### config.mk
export PLATFORM = sky130hd
export DESIGN_NAME = vertex_attribute_quantizer
export DESIGN_NICKNAME = d
export VERILOG_FILES = /design/src/rtl/vaq_pkg.sv /design/src/rtl/vertex_attribute_quantizer.sv /design/src/rtl/vaq_ctrl.sv /design/src/rtl/vaq_datapath.sv
export SDC_FILE = /design/constraint.sdc
export NUM_CORES = 2
export LEC_CHECK = 0
export ABC_CLOCK_PERIOD_IN_PS = 29000
export BUFFER_PORTS_ARGS = -buffer_cell sky130_fd_sc_hd__buf_2
export CELL_PAD_IN_SITES_DETAIL_PLACEMENT = 0
export CELL_PAD_IN_SITES_GLOBAL_PLACEMENT = 1
export CORE_UTILIZATION = 55
export CTS_CLUSTER_DIAMETER = 100
export DETAILED_ROUTE_END_ITERATION = 16
export GPL_ROUTABILITY_DRIVEN = 0
export PLACE_DENSITY = 0.87
export RECOVER_POWER = 25
export SYNTH_ARGS = -nofsm -noshare
export SYNTH_HDL_FRONTEND = slang
export SYNTH_SLANG_ARGS = --single-unit
### constraint.sdc
create_clock -name clock -period 29 [get_ports clock]
set_input_delay 1.45 -clock clock [delete_from_list [all_inputs] [get_ports clock]]
set_output_delay 1.45 -clock clock [all_outputs]
set_load 0.02 [all_outputs]
### src/rtl/vaq_pkg.sv
// package: shared types, constants and helper functions of the vertex attribute quantizer
package vaq_pkg;

   localparam int MaxComponents = 4;
   localparam int FracBits = 16;
   localparam int MaxBits = 24;
   localparam int CompWidth = 32;
   localparam int QWidth = 24;
   localparam int BitsWidth = 6;
   localparam int ErrWidth = 2;
   localparam int CsrIdxWidth = 2;
   localparam int CsrDataWidth = 6;
   localparam int CompIdxWidth = 2;
   localparam int CountWidth = 3;
   localparam int RangeWidth = 33;
   localparam int NumWidth = 60;
   localparam int DenWidth = 35;
   localparam int DivCntWidth = 6;
   localparam int DivSteps = NumWidth;

   localparam logic [CsrIdxWidth-1:0] CSR_QUANT_BITS = 2'd0;
   localparam logic [CsrIdxWidth-1:0] CSR_INTEGER_MODE = 2'd1;
   localparam logic [CsrIdxWidth-1:0] CSR_COMPONENT_COUNT = 2'd2;
   localparam logic [CsrIdxWidth-1:0] CSR_NORMAL_MODE = 2'd3;

   localparam logic [ErrWidth-1:0] ERR_NONE = 2'd0;
   localparam logic [ErrWidth-1:0] ERR_NEG_INT = 2'd1;
   localparam logic [ErrWidth-1:0] ERR_NORMAL_RANGE = 2'd2;
   localparam logic [ErrWidth-1:0] ERR_ZERO_BITS = 2'd3;

   localparam logic OP_BOUNDS = 1'b0;
   localparam logic OP_QUANTIZE = 1'b1;

   localparam logic KIND_VECTOR = 1'b0;
   localparam logic KIND_SUMMARY = 1'b1;

   localparam logic signed [CompWidth-1:0] MostPositive = {1'b0, {(CompWidth-1){1'b1}}};
   localparam logic signed [CompWidth-1:0] MostNegative = {1'b1, {(CompWidth-1){1'b0}}};
   localparam logic signed [CompWidth-1:0] FixOne = CompWidth'(1 << FracBits);
   localparam logic signed [CompWidth-1:0] FixMinusOne = -FixOne;

   typedef enum logic [2:0] {
      ST_IDLE,
      ST_BOUNDS,
      ST_SUMMARY,
      ST_RANGE,
      ST_DIV_START,
      ST_DIV_RUN,
      ST_DIV_STORE,
      ST_OUTPUT
   } state_type;

   // controller to datapath
   typedef struct packed {
      logic capture;
      logic bounds_update;
      logic summarize;
      logic range_calc;
      logic div_start;
      logic div_step;
      logic div_store;
      logic load_out;
      logic [CompIdxWidth-1:0] comp_sel;
   } cmd_type;

   // datapath to controller
   typedef struct packed {
      logic op_quant;
      logic last;
      logic div_needed;
      logic div_done;
      logic [CountWidth-1:0] used_count;
   } status_type;

   // integer part, truncated toward zero
   function automatic logic signed [CompWidth-1:0] int_part(
      input logic signed [CompWidth-1:0] v);
      logic signed [CompWidth-1:0] sh;
      logic [FracBits-1:0] fr;
      begin
         sh = v >>> FracBits;
         fr = v[FracBits-1:0];
         if (v[CompWidth-1] && (fr != '0)) begin
            int_part = sh + CompWidth'(1);
         end else begin
            int_part = sh;
         end
      end
   endfunction

   // number of significant bits of a non-negative value
   function automatic logic [BitsWidth-1:0] bit_length(
      input logic signed [CompWidth-1:0] v);
      logic [BitsWidth-1:0] n;
      begin
         n = '0;
         for (int i = 0; i < CompWidth; i++) begin
            if (v[i]) begin
               n = BitsWidth'(i + 1);
            end
         end
         bit_length = v[CompWidth-1] ? '0 : n;
      end
   endfunction

endpackage

### src/rtl/vertex_attribute_quantizer.sv
// top level: vertex attribute quantizer with bounds and quantize passes
// one request at a time; bounds request without last: bounds, then idle, no response
// summary: bounds, summary, output; quantize: bounds, range, then per used component
// the shared divider's start, run and store when a division is needed, then output
// the divider is restoring, one quotient bit per cycle over a 60-bit numerator
// reset (synchronous, active high): bounds cleared, bit count -1, registers to defaults
module vertex_attribute_quantizer (
   input logic clock,
   input logic reset,
   input logic csr_write,
   input logic [vaq_pkg::CsrIdxWidth-1:0] csr_index,
   input logic [vaq_pkg::CsrDataWidth-1:0] csr_data,
   input logic req_valid,
   output logic req_ready,
   input logic req_operation,
   input logic signed [vaq_pkg::CompWidth-1:0] req_comp0,
   input logic signed [vaq_pkg::CompWidth-1:0] req_comp1,
   input logic signed [vaq_pkg::CompWidth-1:0] req_comp2,
   input logic signed [vaq_pkg::CompWidth-1:0] req_comp3,
   input logic req_last,
   output logic rsp_valid,
   input logic rsp_ready,
   output logic rsp_kind,
   output logic [vaq_pkg::QWidth-1:0] rsp_q0,
   output logic [vaq_pkg::QWidth-1:0] rsp_q1,
   output logic [vaq_pkg::QWidth-1:0] rsp_q2,
   output logic [vaq_pkg::QWidth-1:0] rsp_q3,
   output logic signed [vaq_pkg::BitsWidth-1:0] rsp_bits_used,
   output logic [vaq_pkg::ErrWidth-1:0] rsp_error
);

   // configuration registers
   logic signed [vaq_pkg::BitsWidth-1:0] quant_bits_ff;
   logic integer_mode_ff;
   logic [vaq_pkg::CountWidth-1:0] component_count_ff;
   logic normal_mode_ff;

   always_ff @(posedge clock) begin
      if (reset) begin
         quant_bits_ff <= vaq_pkg::BitsWidth'(12);
         integer_mode_ff <= 1'b0;
         component_count_ff <= vaq_pkg::CountWidth'(3);
         normal_mode_ff <= 1'b0;
      end else if (csr_write) begin
         unique case (csr_index)
            vaq_pkg::CSR_QUANT_BITS: quant_bits_ff <= csr_data;
            vaq_pkg::CSR_INTEGER_MODE: integer_mode_ff <= csr_data[0];
            vaq_pkg::CSR_COMPONENT_COUNT:
               component_count_ff <= csr_data[vaq_pkg::CountWidth-1:0];
            vaq_pkg::CSR_NORMAL_MODE: normal_mode_ff <= csr_data[0];
            default: ;
         endcase
      end
   end

   // request components gathered into an array for the datapath
   logic signed [vaq_pkg::CompWidth-1:0] comp_arr [vaq_pkg::MaxComponents];
   logic [vaq_pkg::QWidth-1:0] q_arr [vaq_pkg::MaxComponents];
   assign comp_arr[0] = req_comp0;
   assign comp_arr[1] = req_comp1;
   assign comp_arr[2] = req_comp2;
   assign comp_arr[3] = req_comp3;
   assign rsp_q0 = q_arr[0];
   assign rsp_q1 = q_arr[1];
   assign rsp_q2 = q_arr[2];
   assign rsp_q3 = q_arr[3];

   vaq_pkg::cmd_type cmd;
   vaq_pkg::status_type status;

   // sequencer
   vaq_ctrl u_ctrl (
      .clock(clock),
      .reset(reset),
      .req_valid(req_valid),
      .req_ready(req_ready),
      .rsp_valid(rsp_valid),
      .rsp_ready(rsp_ready),
      .status(status),
      .cmd(cmd)
   );

   // bounds, summary and divider
   vaq_datapath u_datapath (
      .clock(clock),
      .reset(reset),
      .cmd(cmd),
      .status(status),
      .req_operation(req_operation),
      .req_comp(comp_arr),
      .req_last(req_last),
      .cfg_quant_bits(quant_bits_ff),
      .cfg_integer_mode(integer_mode_ff),
      .cfg_component_count(component_count_ff),
      .cfg_normal_mode(normal_mode_ff),
      .out_kind(rsp_kind),
      .out_q(q_arr),
      .out_bits_used(rsp_bits_used),
      .out_error(rsp_error)
   );

   // summary responses carry zero quantized fields
   assert property (@(posedge clock) disable iff (reset)
      rsp_valid && rsp_kind == vaq_pkg::KIND_SUMMARY |-> rsp_q0 == '0 && rsp_q3 == '0)
      else $error("summary with nonzero q");

   // an error always comes with bits_used -1
   assert property (@(posedge clock) disable iff (reset)
      rsp_valid && rsp_error != vaq_pkg::ERR_NONE |-> rsp_bits_used == -6'sd1)
      else $error("error with bit count");

   // a stalled response keeps its payload
   assert property (@(posedge clock) disable iff (reset)
      rsp_valid && !rsp_ready |=> rsp_valid && $stable(rsp_q0) && $stable(rsp_kind))
      else $error("response changed under stall");

endmodule

### src/rtl/vaq_ctrl.sv
// controller: sequences bounds, summary and the serial divider over components
module vaq_ctrl (
   input logic clock,
   input logic reset,
   input logic req_valid,
   output logic req_ready,
   output logic rsp_valid,
   input logic rsp_ready,
   input vaq_pkg::status_type status,
   output vaq_pkg::cmd_type cmd
);

   vaq_pkg::state_type state_ff, state_in;
   logic [vaq_pkg::CompIdxWidth-1:0] comp_ff, comp_in;
   logic rsp_valid_ff, rsp_valid_in;
   logic comp_last;

   assign comp_last = ({1'b0, comp_ff} == (status.used_count - vaq_pkg::CountWidth'(1)));
   assign rsp_valid = rsp_valid_ff;
   // a new request may enter in idle once the output register is free or being drained
   assign req_ready = (state_ff == vaq_pkg::ST_IDLE) && (!rsp_valid_ff || rsp_ready);

   always_comb begin
      state_in = state_ff;
      unique case (state_ff)
         vaq_pkg::ST_IDLE: begin
            if (req_valid && req_ready) begin
               state_in = vaq_pkg::ST_BOUNDS;
            end
         end
         vaq_pkg::ST_BOUNDS: begin
            if (status.op_quant) begin
               state_in = vaq_pkg::ST_RANGE;
            end else if (status.last) begin
               state_in = vaq_pkg::ST_SUMMARY;
            end else begin
               state_in = vaq_pkg::ST_IDLE;
            end
         end
         vaq_pkg::ST_SUMMARY: state_in = vaq_pkg::ST_OUTPUT;
         vaq_pkg::ST_RANGE: begin
            state_in = status.div_needed ? vaq_pkg::ST_DIV_START : vaq_pkg::ST_OUTPUT;
         end
         vaq_pkg::ST_DIV_START: state_in = vaq_pkg::ST_DIV_RUN;
         vaq_pkg::ST_DIV_RUN: begin
            if (status.div_done) begin
               state_in = vaq_pkg::ST_DIV_STORE;
            end
         end
         vaq_pkg::ST_DIV_STORE: begin
            state_in = comp_last ? vaq_pkg::ST_OUTPUT : vaq_pkg::ST_DIV_START;
         end
         vaq_pkg::ST_OUTPUT: begin
            if (!rsp_valid_ff || rsp_ready) begin
               state_in = vaq_pkg::ST_IDLE;
            end
         end
         default: state_in = vaq_pkg::ST_IDLE;
      endcase
   end

   always_comb begin
      cmd = '0;
      cmd.comp_sel = comp_ff;
      comp_in = comp_ff;
      rsp_valid_in = rsp_valid_ff && !rsp_ready;
      unique case (state_ff)
         vaq_pkg::ST_IDLE: begin
            cmd.capture = req_valid && req_ready;
            comp_in = '0;
         end
         vaq_pkg::ST_BOUNDS: cmd.bounds_update = !status.op_quant;
         vaq_pkg::ST_SUMMARY: cmd.summarize = 1'b1;
         vaq_pkg::ST_RANGE: cmd.range_calc = 1'b1;
         vaq_pkg::ST_DIV_START: cmd.div_start = 1'b1;
         vaq_pkg::ST_DIV_RUN: cmd.div_step = 1'b1;
         vaq_pkg::ST_DIV_STORE: begin
            cmd.div_store = 1'b1;
            comp_in = comp_ff + vaq_pkg::CompIdxWidth'(1);
         end
         vaq_pkg::ST_OUTPUT: begin
            if (!rsp_valid_ff || rsp_ready) begin
               cmd.load_out = 1'b1;
               rsp_valid_in = 1'b1;
            end
         end
         default: ;
      endcase
   end

   always_ff @(posedge clock) begin
      if (reset) begin
         state_ff <= vaq_pkg::ST_IDLE;
         comp_ff <= '0;
         rsp_valid_ff <= 1'b0;
      end else begin
         state_ff <= state_in;
         comp_ff <= comp_in;
         rsp_valid_ff <= rsp_valid_in;
      end
   end

endmodule

### src/rtl/vaq_datapath.sv
// datapath: bounds registers, summary logic, range and restoring divider
module vaq_datapath (
   input logic clock,
   input logic reset,
   input vaq_pkg::cmd_type cmd,
   output vaq_pkg::status_type status,
   input logic req_operation,
   input logic signed [vaq_pkg::CompWidth-1:0] req_comp [vaq_pkg::MaxComponents],
   input logic req_last,
   input logic signed [vaq_pkg::BitsWidth-1:0] cfg_quant_bits,
   input logic cfg_integer_mode,
   input logic [vaq_pkg::CountWidth-1:0] cfg_component_count,
   input logic cfg_normal_mode,
   output logic out_kind,
   output logic [vaq_pkg::QWidth-1:0] out_q [vaq_pkg::MaxComponents],
   output logic signed [vaq_pkg::BitsWidth-1:0] out_bits_used,
   output logic [vaq_pkg::ErrWidth-1:0] out_error
);

   localparam int N = vaq_pkg::MaxComponents;
   localparam int CW = vaq_pkg::CompWidth;

   logic signed [CW-1:0] comp_ff [N];
   logic op_ff, last_ff;
   logic signed [CW-1:0] low_ff [N];
   logic signed [CW-1:0] high_ff [N];
   logic pass_open_ff;
   logic signed [vaq_pkg::BitsWidth-1:0] bits_ff, bits_in;
   logic [vaq_pkg::ErrWidth-1:0] err_ff, err_in;
   logic [vaq_pkg::CountWidth-1:0] used;
   logic signed [vaq_pkg::BitsWidth-1:0] qb;
   logic [vaq_pkg::QWidth-1:0] q_ff [N];
   logic [vaq_pkg::QWidth-1:0] mask;
   logic signed [vaq_pkg::RangeWidth-1:0] range_ff, range_in;
   logic quant_ok;
   logic [vaq_pkg::NumWidth-1:0] num_ff;
   logic [vaq_pkg::DenWidth-1:0] den_ff;
   logic [vaq_pkg::DenWidth:0] rem_ff;
   logic [vaq_pkg::NumWidth-1:0] quo_ff;
   logic [vaq_pkg::DivCntWidth-1:0] cnt_ff;
   logic num_neg_ff;
   logic signed [vaq_pkg::RangeWidth-1:0] dsub;
   logic signed [vaq_pkg::RangeWidth-1:0] mn_sel;
   logic signed [vaq_pkg::NumWidth:0] prod;
   logic [vaq_pkg::DenWidth:0] rem_sh;
   logic [vaq_pkg::NumWidth-1:0] quo_fix;
   logic out_kind_ff;
   logic [vaq_pkg::QWidth-1:0] out_q_ff [N];
   logic signed [vaq_pkg::BitsWidth-1:0] out_bits_ff;
   logic [vaq_pkg::ErrWidth-1:0] out_err_ff;

   always_comb begin
      if (cfg_component_count == '0) begin
         used = vaq_pkg::CountWidth'(1);
      end else if (cfg_component_count > vaq_pkg::CountWidth'(N)) begin
         used = vaq_pkg::CountWidth'(N);
      end else begin
         used = cfg_component_count;
      end
      if (cfg_quant_bits < 0) begin
         qb = -vaq_pkg::BitsWidth'(1);
      end else if (cfg_quant_bits > vaq_pkg::BitsWidth'(vaq_pkg::MaxBits)) begin
         qb = vaq_pkg::BitsWidth'(vaq_pkg::MaxBits);
      end else begin
         qb = cfg_quant_bits;
      end
   end

   assign mask = vaq_pkg::QWidth'((25'd1 << bits_ff[4:0]) - 25'd1);
   assign quant_ok = !bits_ff[vaq_pkg::BitsWidth-1] && (err_ff == vaq_pkg::ERR_NONE);

   // summary of the closed bounds pass
   always_comb begin
      logic signed [CW-1:0] mn_i, mx_i, a, b;
      logic normal_bad;
      logic [vaq_pkg::BitsWidth-1:0] nb;
      mn_i = vaq_pkg::MostPositive;
      mx_i = vaq_pkg::MostNegative;
      normal_bad = 1'b0;
      for (int i = 0; i < N; i++) begin
         a = vaq_pkg::int_part(low_ff[i]);
         b = vaq_pkg::int_part(high_ff[i]);
         if (i < int'(used)) begin
            if (a < mn_i) mn_i = a;
            if (b > mx_i) mx_i = b;
            if (low_ff[i] < vaq_pkg::FixMinusOne || high_ff[i] > vaq_pkg::FixOne) begin
               normal_bad = 1'b1;
            end
         end
      end
      nb = vaq_pkg::bit_length(mx_i);
      bits_in = -vaq_pkg::BitsWidth'(1);
      err_in = vaq_pkg::ERR_NONE;
      if (qb >= 0) begin
         if (cfg_integer_mode) begin
            if (mn_i < 0) begin
               err_in = vaq_pkg::ERR_NEG_INT;
            end else if (qb == 0) begin
               bits_in = (nb > vaq_pkg::BitsWidth'(vaq_pkg::MaxBits))
                  ? vaq_pkg::BitsWidth'(vaq_pkg::MaxBits) : nb;
            end else begin
               bits_in = qb;
            end
         end else if (qb == 0) begin
            err_in = vaq_pkg::ERR_ZERO_BITS;
         end else if (cfg_normal_mode && normal_bad) begin
            err_in = vaq_pkg::ERR_NORMAL_RANGE;
         end else begin
            bits_in = qb;
         end
      end
   end

   // largest extent over used components, or 2.0 in normal mode
   always_comb begin
      logic signed [vaq_pkg::RangeWidth-1:0] d;
      range_in = '0;
      for (int i = 0; i < N; i++) begin
         d = vaq_pkg::RangeWidth'(high_ff[i]) - vaq_pkg::RangeWidth'(low_ff[i]);
         if (i < int'(used)) begin
            if (i == 0 || d > range_in) range_in = d;
         end
      end
      if (cfg_normal_mode) begin
         range_in = vaq_pkg::RangeWidth'(2) <<< vaq_pkg::FracBits;
      end
   end

   // numerator 2*d*m + range, denominator 2*range
   always_comb begin
      mn_sel = cfg_normal_mode ? vaq_pkg::RangeWidth'(vaq_pkg::FixMinusOne)
                               : vaq_pkg::RangeWidth'(low_ff[cmd.comp_sel]);
      dsub = vaq_pkg::RangeWidth'(comp_ff[cmd.comp_sel]) - mn_sel;
      prod = (vaq_pkg::NumWidth+1)'(dsub) * $signed({1'b0, mask})
           + (vaq_pkg::NumWidth+1)'(dsub) * $signed({1'b0, mask})
           + (vaq_pkg::NumWidth+1)'(range_ff);
   end

   assign rem_sh = {rem_ff[vaq_pkg::DenWidth-1:0], num_ff[vaq_pkg::NumWidth-1]};
   // negative numerator: magnitude quotient rounded up, whose negation is the floor
   assign quo_fix = num_neg_ff ? (quo_ff + vaq_pkg::NumWidth'(rem_ff != '0)) : quo_ff;

   always_ff @(posedge clock) begin
      if (cmd.capture) begin
         op_ff <= req_operation;
         last_ff <= req_last;
         for (int i = 0; i < N; i++) comp_ff[i] <= req_comp[i];
      end
      if (cmd.range_calc) begin
         range_ff <= range_in;
         for (int i = 0; i < N; i++) begin
            if (quant_ok && cfg_integer_mode && (i < int'(used))) begin
               if (vaq_pkg::int_part(comp_ff[i]) < 0) begin
                  q_ff[i] <= '0;
               end else if (vaq_pkg::int_part(comp_ff[i]) > $signed({8'd0, mask})) begin
                  q_ff[i] <= mask;
               end else begin
                  q_ff[i] <= vaq_pkg::QWidth'(vaq_pkg::int_part(comp_ff[i]));
               end
            end else begin
               q_ff[i] <= '0;
            end
         end
      end
      if (cmd.div_start) begin
         num_neg_ff <= prod[vaq_pkg::NumWidth];
         num_ff <= prod[vaq_pkg::NumWidth] ? vaq_pkg::NumWidth'(-prod)
                                           : vaq_pkg::NumWidth'(prod);
         den_ff <= vaq_pkg::DenWidth'({range_ff, 1'b0});
         rem_ff <= '0;
         quo_ff <= '0;
         cnt_ff <= '0;
      end
      if (cmd.div_step) begin
         num_ff <= num_ff << 1;
         cnt_ff <= cnt_ff + vaq_pkg::DivCntWidth'(1);
         if (rem_sh >= {1'b0, den_ff}) begin
            rem_ff <= rem_sh - {1'b0, den_ff};
            quo_ff <= {quo_ff[vaq_pkg::NumWidth-2:0], 1'b1};
         end else begin
            rem_ff <= rem_sh;
            quo_ff <= {quo_ff[vaq_pkg::NumWidth-2:0], 1'b0};
         end
      end
      if (cmd.div_store) begin
         if (num_neg_ff && quo_fix != '0) begin
            q_ff[cmd.comp_sel] <= '0;
         end else if (quo_fix > vaq_pkg::NumWidth'(mask)) begin
            q_ff[cmd.comp_sel] <= mask;
         end else begin
            q_ff[cmd.comp_sel] <= vaq_pkg::QWidth'(quo_fix);
         end
      end
      if (cmd.load_out) begin
         out_kind_ff <= op_ff ? vaq_pkg::KIND_VECTOR : vaq_pkg::KIND_SUMMARY;
         out_bits_ff <= bits_ff;
         out_err_ff <= err_ff;
         for (int i = 0; i < N; i++) out_q_ff[i] <= op_ff ? q_ff[i] : '0;
      end
   end

   // bounds and summary state
   always_ff @(posedge clock) begin
      if (reset) begin
         pass_open_ff <= 1'b0;
         bits_ff <= -vaq_pkg::BitsWidth'(1);
         err_ff <= vaq_pkg::ERR_NONE;
         for (int i = 0; i < N; i++) begin
            low_ff[i] <= vaq_pkg::MostPositive;
            high_ff[i] <= vaq_pkg::MostNegative;
         end
      end else begin
         if (cmd.bounds_update) begin
            pass_open_ff <= !last_ff;
            for (int i = 0; i < N; i++) begin
               if (i < int'(used)) begin
                  if (!pass_open_ff || comp_ff[i] < low_ff[i]) low_ff[i] <= comp_ff[i];
                  if (!pass_open_ff || comp_ff[i] > high_ff[i]) high_ff[i] <= comp_ff[i];
               end else if (!pass_open_ff) begin
                  low_ff[i] <= vaq_pkg::MostPositive;
                  high_ff[i] <= vaq_pkg::MostNegative;
               end
            end
         end
         if (cmd.range_calc) pass_open_ff <= 1'b0;
         if (cmd.summarize) begin
            bits_ff <= bits_in;
            err_ff <= err_in;
         end
      end
   end

   assign status.op_quant = op_ff;
   assign status.last = last_ff;
   assign status.div_needed = quant_ok && !cfg_integer_mode && (range_in > 0);
   assign status.div_done = (cnt_ff == vaq_pkg::DivCntWidth'(vaq_pkg::DivSteps - 1))
                            && cmd.div_step;
   assign status.used_count = used;

   assign out_kind = out_kind_ff;
   assign out_q = out_q_ff;
   assign out_bits_used = out_bits_ff;
   assign out_error = out_err_ff;

endmodule

# ---- After elaboration in Yosys (flattened, before gate mapping)
# Memories as Yosys holds them, arrays and structs flattened. A register that Yosys moved wholly into a read port is not among the register bits.
# Index checks and enable logic that the tools add are counted.
dict set report word_totals {
  memories 4
  regBits 266
  ram_bits 480
}
# name depth word_bits read_ports rd_ports_with_merged_regs wr line
set memory_table {}
lappend memory_table {u_datapath.comp_ff 4 32 5 1 4 vaq_datapath.sv:23} ;# logic signed [CW-1:0] comp_ff [N];
lappend memory_table {u_datapath.high_ff 4 32 4 0 4 vaq_datapath.sv:26} ;# logic signed [CW-1:0] high_ff [N];
lappend memory_table {u_datapath.low_ff 4 32 5 1 4 vaq_datapath.sv:25} ;# logic signed [CW-1:0] low_ff [N];
lappend memory_table {u_datapath.q_ff 4 24 4 4 4 vaq_datapath.sv:32} ;# logic [vaq_pkg::QWidth-1:0] q_ff [N];
dict set report classes {
  add_sub_neg 26
  eq_ne 15
  magnitude_cmp 48
  n_mux 339
  n_reduce_logical 78
  n_shift 1
  n_bitwise 30
  mul 1
}
# op n
set op_table {}
lappend op_table {{32-bit 2-to-1 mux} 64}
lappend op_table {{24-bit 2-to-1 mux} 31}
lappend op_table {{60-bit 2-to-1 mux} 6}
lappend op_table {{33-bit 2-to-1 mux} 9}
lappend op_table {{32-bit greater-than comparator} 7}
lappend op_table {{32-bit less-than comparator} 7}
lappend op_table {{16-bit by 2-bit adder with 17-bit output (second input constant)} 12}
lappend op_table {{16-bit nonzero test} 12}
lappend op_table {{1-bit 2-to-1 mux} 164}
lappend op_table {{32-bit by 1-bit less-than comparator with 1-bit output (second input constant)} 5}
lappend op_table {{32-bit by 32-bit subtractor with 33-bit output} 4}
lappend op_table {{32-bit by 18-bit greater-than comparator with 1-bit output (second input constant)} 4}
lappend op_table {{32-bit by 25-bit greater-than comparator with 1-bit output} 4}
lappend op_table {{32-bit by 17-bit less-than comparator with 1-bit output (second input constant)} 4}
lappend op_table {{36-bit 2-to-1 mux} 3}
lappend op_table {{33-bit greater-than comparator} 3}
lappend op_table {{5-bit 2-to-1 mux} 17}
lappend op_table {{6-bit 2-to-1 mux} 11}
lappend op_table {{61-bit by 33-bit adder with 61-bit output} 1}
lappend op_table {{61-bit adder} 1}
lappend op_table {{60-bit by 1-bit adder with 60-bit output} 1}
lappend op_table {{60-bit by 24-bit greater-than comparator with 1-bit output} 1}
lappend op_table {{60-bit negator} 1}
lappend op_table {{60-bit nonzero test} 1}
lappend op_table {{46 further kinds} 165}

# ---- Longest topological paths before layout
# An unclocked memory read counts as a cell.
dict set report logic_depth {
  ltp_word 54
  depth_mapped 64
}

# ---- By module
# A second synthesis with hierarchy kept.
dict set report unflattened {
  hier_cells 10320
  hier_area_um2 96168.5
}
# module seq_area_each_um2 cells_each n_inst area_each_um2
set modules_own_cells {}
lappend modules_own_cells {vaq_datapath 24673.7 10211 1 95178.8}
lappend modules_own_cells {vaq_ctrl 120.1 60 1 501.7}
lappend modules_own_cells {vertex_attribute_quantizer 220.2 49 1 488.0}

# ---- Least setup slack after synthesis
# No wires, ideal clock.
dict set report synth_timing {
  path_kind {reg-to-reg}
  start {register (tool-made name)}
  end {register u_datapath.num_ff[58] (netlist name) (data pin)}
  t_required_ns 28.742
  synth_period_minus_slack_ns 14.878
  path_stages_with_launch 60
  t_arrival_ns 14.619
  slack_ns 14.122
  setup_ns 0.258
  n_path_buf 4
  path_cell_list {dfxtp_1 clkbuf_1 clkbuf_1 clkbuf_1 mux4_2 inv_1 ha_1 inv_1 fa_1 a21o_1 a21oi_1 nor2_1 o21a_1 o41a_1 a211o_1 and3_1 o21a_1 nor2_1 (+24 left out) o21bai_1 a21oi_1 xnor2_1 ha_1 clkbuf_1 a21o_1 a21o_1 a21oi_1 nor2_1 o21ai_0 nand2b_1 or4_1 o311ai_0 nand3_1 or4b_2 o31ai_2 xnor2_1 a22o_1}
}
# element line
set synth_lines {}
lappend synth_lines {{to (signal assigned)} vaq_datapath.sv:167} ;# num_ff <= prod[vaq_pkg::NumWidth] ? vaq_pkg::NumWidth'(-prod)
lappend synth_lines {{to (signal assigned)} vaq_datapath.sv:175} ;# num_ff <= num_ff << 1;
lappend synth_lines {{to (decl)} vaq_datapath.sv:36} ;# logic [vaq_pkg::NumWidth-1:0] num_ff;

==> results.json <==
{
  "status": "complete, but fails checks",
  "violations": "max-capacitance violations, max-slew violations",
  "setup_viol": 0,
  "hpwl_um": 271000,
  "die_area_sq_um": 177000,
  "seq_area_sq_um": 25100,
  "drv_slew": 516,
  "num-fill-cells": 14916,
  "wl_per_cell_um": 26.3,
  "io_buffers": 249,
  "yosys_most_used_dff": "edfxtp_1",
  "required_ns": 29.48,
  "yosysSeqAreaShare_pct": 26.0,
  "worstHoldPathCells": 2,
  "core_sq_um": 174000,
  "rr_worst_depth": 51,
  "syn_nets": 12222,
  "min_to": "u_datapath.num_ff[0]$_SDFFE_PP0P_",
  "stdcell_area_sq_um": 104000,
  "numCtsBuffers": 99,
  "ys_warn_count": 0,
  "max_stage_delay_ns": 1.13,
  "die_w_um": 420,
  "placed_area_sq_um": 101000,
  "cpMostUsedCell": "fa_1",
  "rows": 153,
  "ios": 250,
  "initial_utilization_pct": 55.4,
  "tritoncts": "yes",
  "crit_arrival_ns": 17.23,
  "clockBufferDepth": 3,
  "postCtsSetupBuffers": 0,
  "ys_ff_latch": 844,
  "globalRouteOverflowTotal": 0,
  "fin_crit_ns": 16.75,
  "critPathSlowestCell": "xor2_1",
  "grt_usage_pct": 38.2,
  "synth_area_sq_um": 96300,
  "drc_errors": 0,
  "critical_path_class": "reg -> reg",
  "grt_pass1_vias": 80433,
  "synth-edff-count": 815,
  "multi_input_area_sq_um": 65400,
  "cts_root_buffer": "clkbuf_16",
  "skew_ns": 0.0532,
  "hold_path_startpoint": "u_datapath.num_ff[0]$_SDFFE_PP0P_",
  "postRouteAntennaNets": 0,
  "critPathCaptureType": "flop",
  "wirelength_um": 340000,
  "grt_first_pass_wirelength_um": 500000,
  "critPathMaxFanout": 47,
  "grt_max_degree": 99,
  "post_cts_resize_count": 0,
  "clock_latency_ns": 0.80,
  "drt-initial-drc-count": 9878,
  "drv_cap": 12,
  "relSlewSlack_pct": -171,
  "rsz0062_at_grt": "no",
  "synth_top_cell_by_area": "edfxtp_1",
  "first_pass_iters": 7,
  "regToRegEndpoint": "u_datapath.num_ff[57]$_DFFE_PP_",
  "vias": 81764,
  "fin_crit_sh_pct": 57.8,
  "reg2reg_setup_slack_ns": 12.25,
  "yosysUniqueCellTypes": 103,
  "clk_pin_slew_ns": 0.07,
  "hp-class": "reg -> reg",
  "areaGrowthSynthToFinish_pct": 8.45,
  "final_layout_size_suffix_gt1_share_pct": 8.49,
  "synth_cells": 10267,
  "clkSinkCount": 844,
  "synth_area_per_cell_sq_um": 9.37,
  "hold_viol_final": 0,
  "finalNetCount": 12448,
  "ctsHtreeMaxLevel": 3,
  "finalSetupTns_ns": 0,
  "ys_async_sr_fraction_pct": 0,
  "ys_top_cells_by_area": "edfxtp_1 (25%), fa_1 (17%), ha_1 (13%)",
  "fmax_mhz": 59.7,
  "critPathLaunchType": "flop",
  "postCtsHoldBufs": 0,
  "yosys.area.top_type_share_pct": 25.4,
  "viasPerCell": 6.33,
  "dieHeight_um": 420,
  "antenna_found_initial": 18,
  "tightest_slew_ns": 4.06
}
## Yosys cell counts (all sizes together) (126+ instances only)
cell type  instances
nand4            186
clkbuf           300
fa               816
nor3             128
and2             268
xor2             154
nor2             826
xnor2            371
mux2i            131
a21oi            431
or2              137
o21ai            419
nand2            985
nand2b           153
ha               996
o21a             126
and3             139
edfxtp           815
nand3            170
a21o             253
inv             1292
## cell usage in the layout (no fill, tap or decap), types with 168 or more instances in the layout
| master | synthesis | layout |
|---|---|---|
| inv_1 | 1292 | 1291 |
| ha_1 | 996 | 996 |
| nand2_1 | 985 | 985 |
| nor2_1 | 826 | 821 |
| fa_1 | 816 | 816 |
| edfxtp_1 | 815 | 815 |
| a21oi_1 | 430 | 424 |
| o21ai_0 | 404 | 400 |
| xnor2_1 | 371 | 359 |
| a21o_1 | 253 | 253 |
| buf_2 | 6 | 240 |
| buf_4 | 1 | 188 |
| nand4_1 | 186 | 186 |
| nand3_1 | 170 | 168 |
## routing by layer
layer,part of all wire [%],global-route usage [%],routed length (um),vias to the layer above
li1,-,-,-,36027
met1,37,48.5,126000,39649
met2,42,56.6,144000,4949
met3,13,10.8,43100,1127
met4,7.9,25.4,26800,12
met5,0.072,0.778,245,-
## state kept, by name, indices dropped and copies added, names as in the netlist, 33 cells and up, named ones only
signal and count:
u_datapath.comp_ff 128, u_datapath.den_ff 33, u_datapath.high_ff 128, u_datapath.low_ff 128
u_datapath.num_ff 60, u_datapath.out_q 96, u_datapath.q_ff 96, u_datapath.quo_ff 60
u_datapath.range_ff 33, u_datapath.rem_ff 36
## final cells by class
class	instances	share of cell area, %
multi-input combinational	7799	62.6
tap	2325	2.79
sequential	844	24.0
antenna	12	0.0288
timing repair buffer	452	2.60
clock buffer	120	2.48
inverter	1297	4.66
clock inverter	64	0.793
## kinds of logic (layout without fill, tap and decap cells)
kind of cell             count (synthesis)  after routing  share of synthesized area (%)
AND/OR/NAND/NOR                       3371           3371                           17.0
AO/OA/AOI/OAI                         1872           1872                           12.7
adder cells (fa/ha/maj)               1812           1812                           29.9
buffers and inverters                 1624           1933                           6.35
flip-flops                             844            844                           26.0
XOR/XNOR                               525            525                           4.78
multiplexers                           219            219                           3.14
other                                    0             12                              0
## how the worst max path moves through the flow
stage / to / slack, ns / depth (start not counted)
2_1_floorplan: u_datapath.num_ff[58]$_DFFE_PP_ / 14.12 / 59
3_3_place_gp: u_datapath.num_ff[30]$_DFFE_PP_ / 12.75 / 51
3_5_place_dp: u_datapath.num_ff[40]$_DFFE_PP_ / 12.54 / 51
4_1_cts: u_datapath.num_ff[40]$_DFFE_PP_ / 12.49 / 51
5_1_grt: u_datapath.num_ff[40]$_DFFE_PP_ / 11.48 / 54
6_report: u_datapath.num_ff[57]$_DFFE_PP_ / 12.25 / 51
## stage by stage
stage          hold WS (ns)  util, %  setup slack [ns]  instances
5_1_grt               0.503     60.0             11.48      12901
6_report              0.471     60.1             12.25      12913
4_1_cts               0.468     60.1             12.49      12900
2_1_floorplan         0.406        -             14.12      10267
3_3_place_gp          0.443     58.1             12.75      12716
3_5_place_dp          0.459     58.1             12.54      12716
## worst max-delay path, delay by kind of cell (launching register included)
family,cells,cell delay [ns]
fa+ha+maj,10,4.71
flops,1,0.76
mux,1,0.42
compound gates,15,4.16
xor+xnor,3,1.38
simple gates,16,2.87
buf+inv,6,2.03
Power is left out: the tool's default activity adds up to more than one toggle a clock period on the data nets, which glitch-free logic cannot reach.
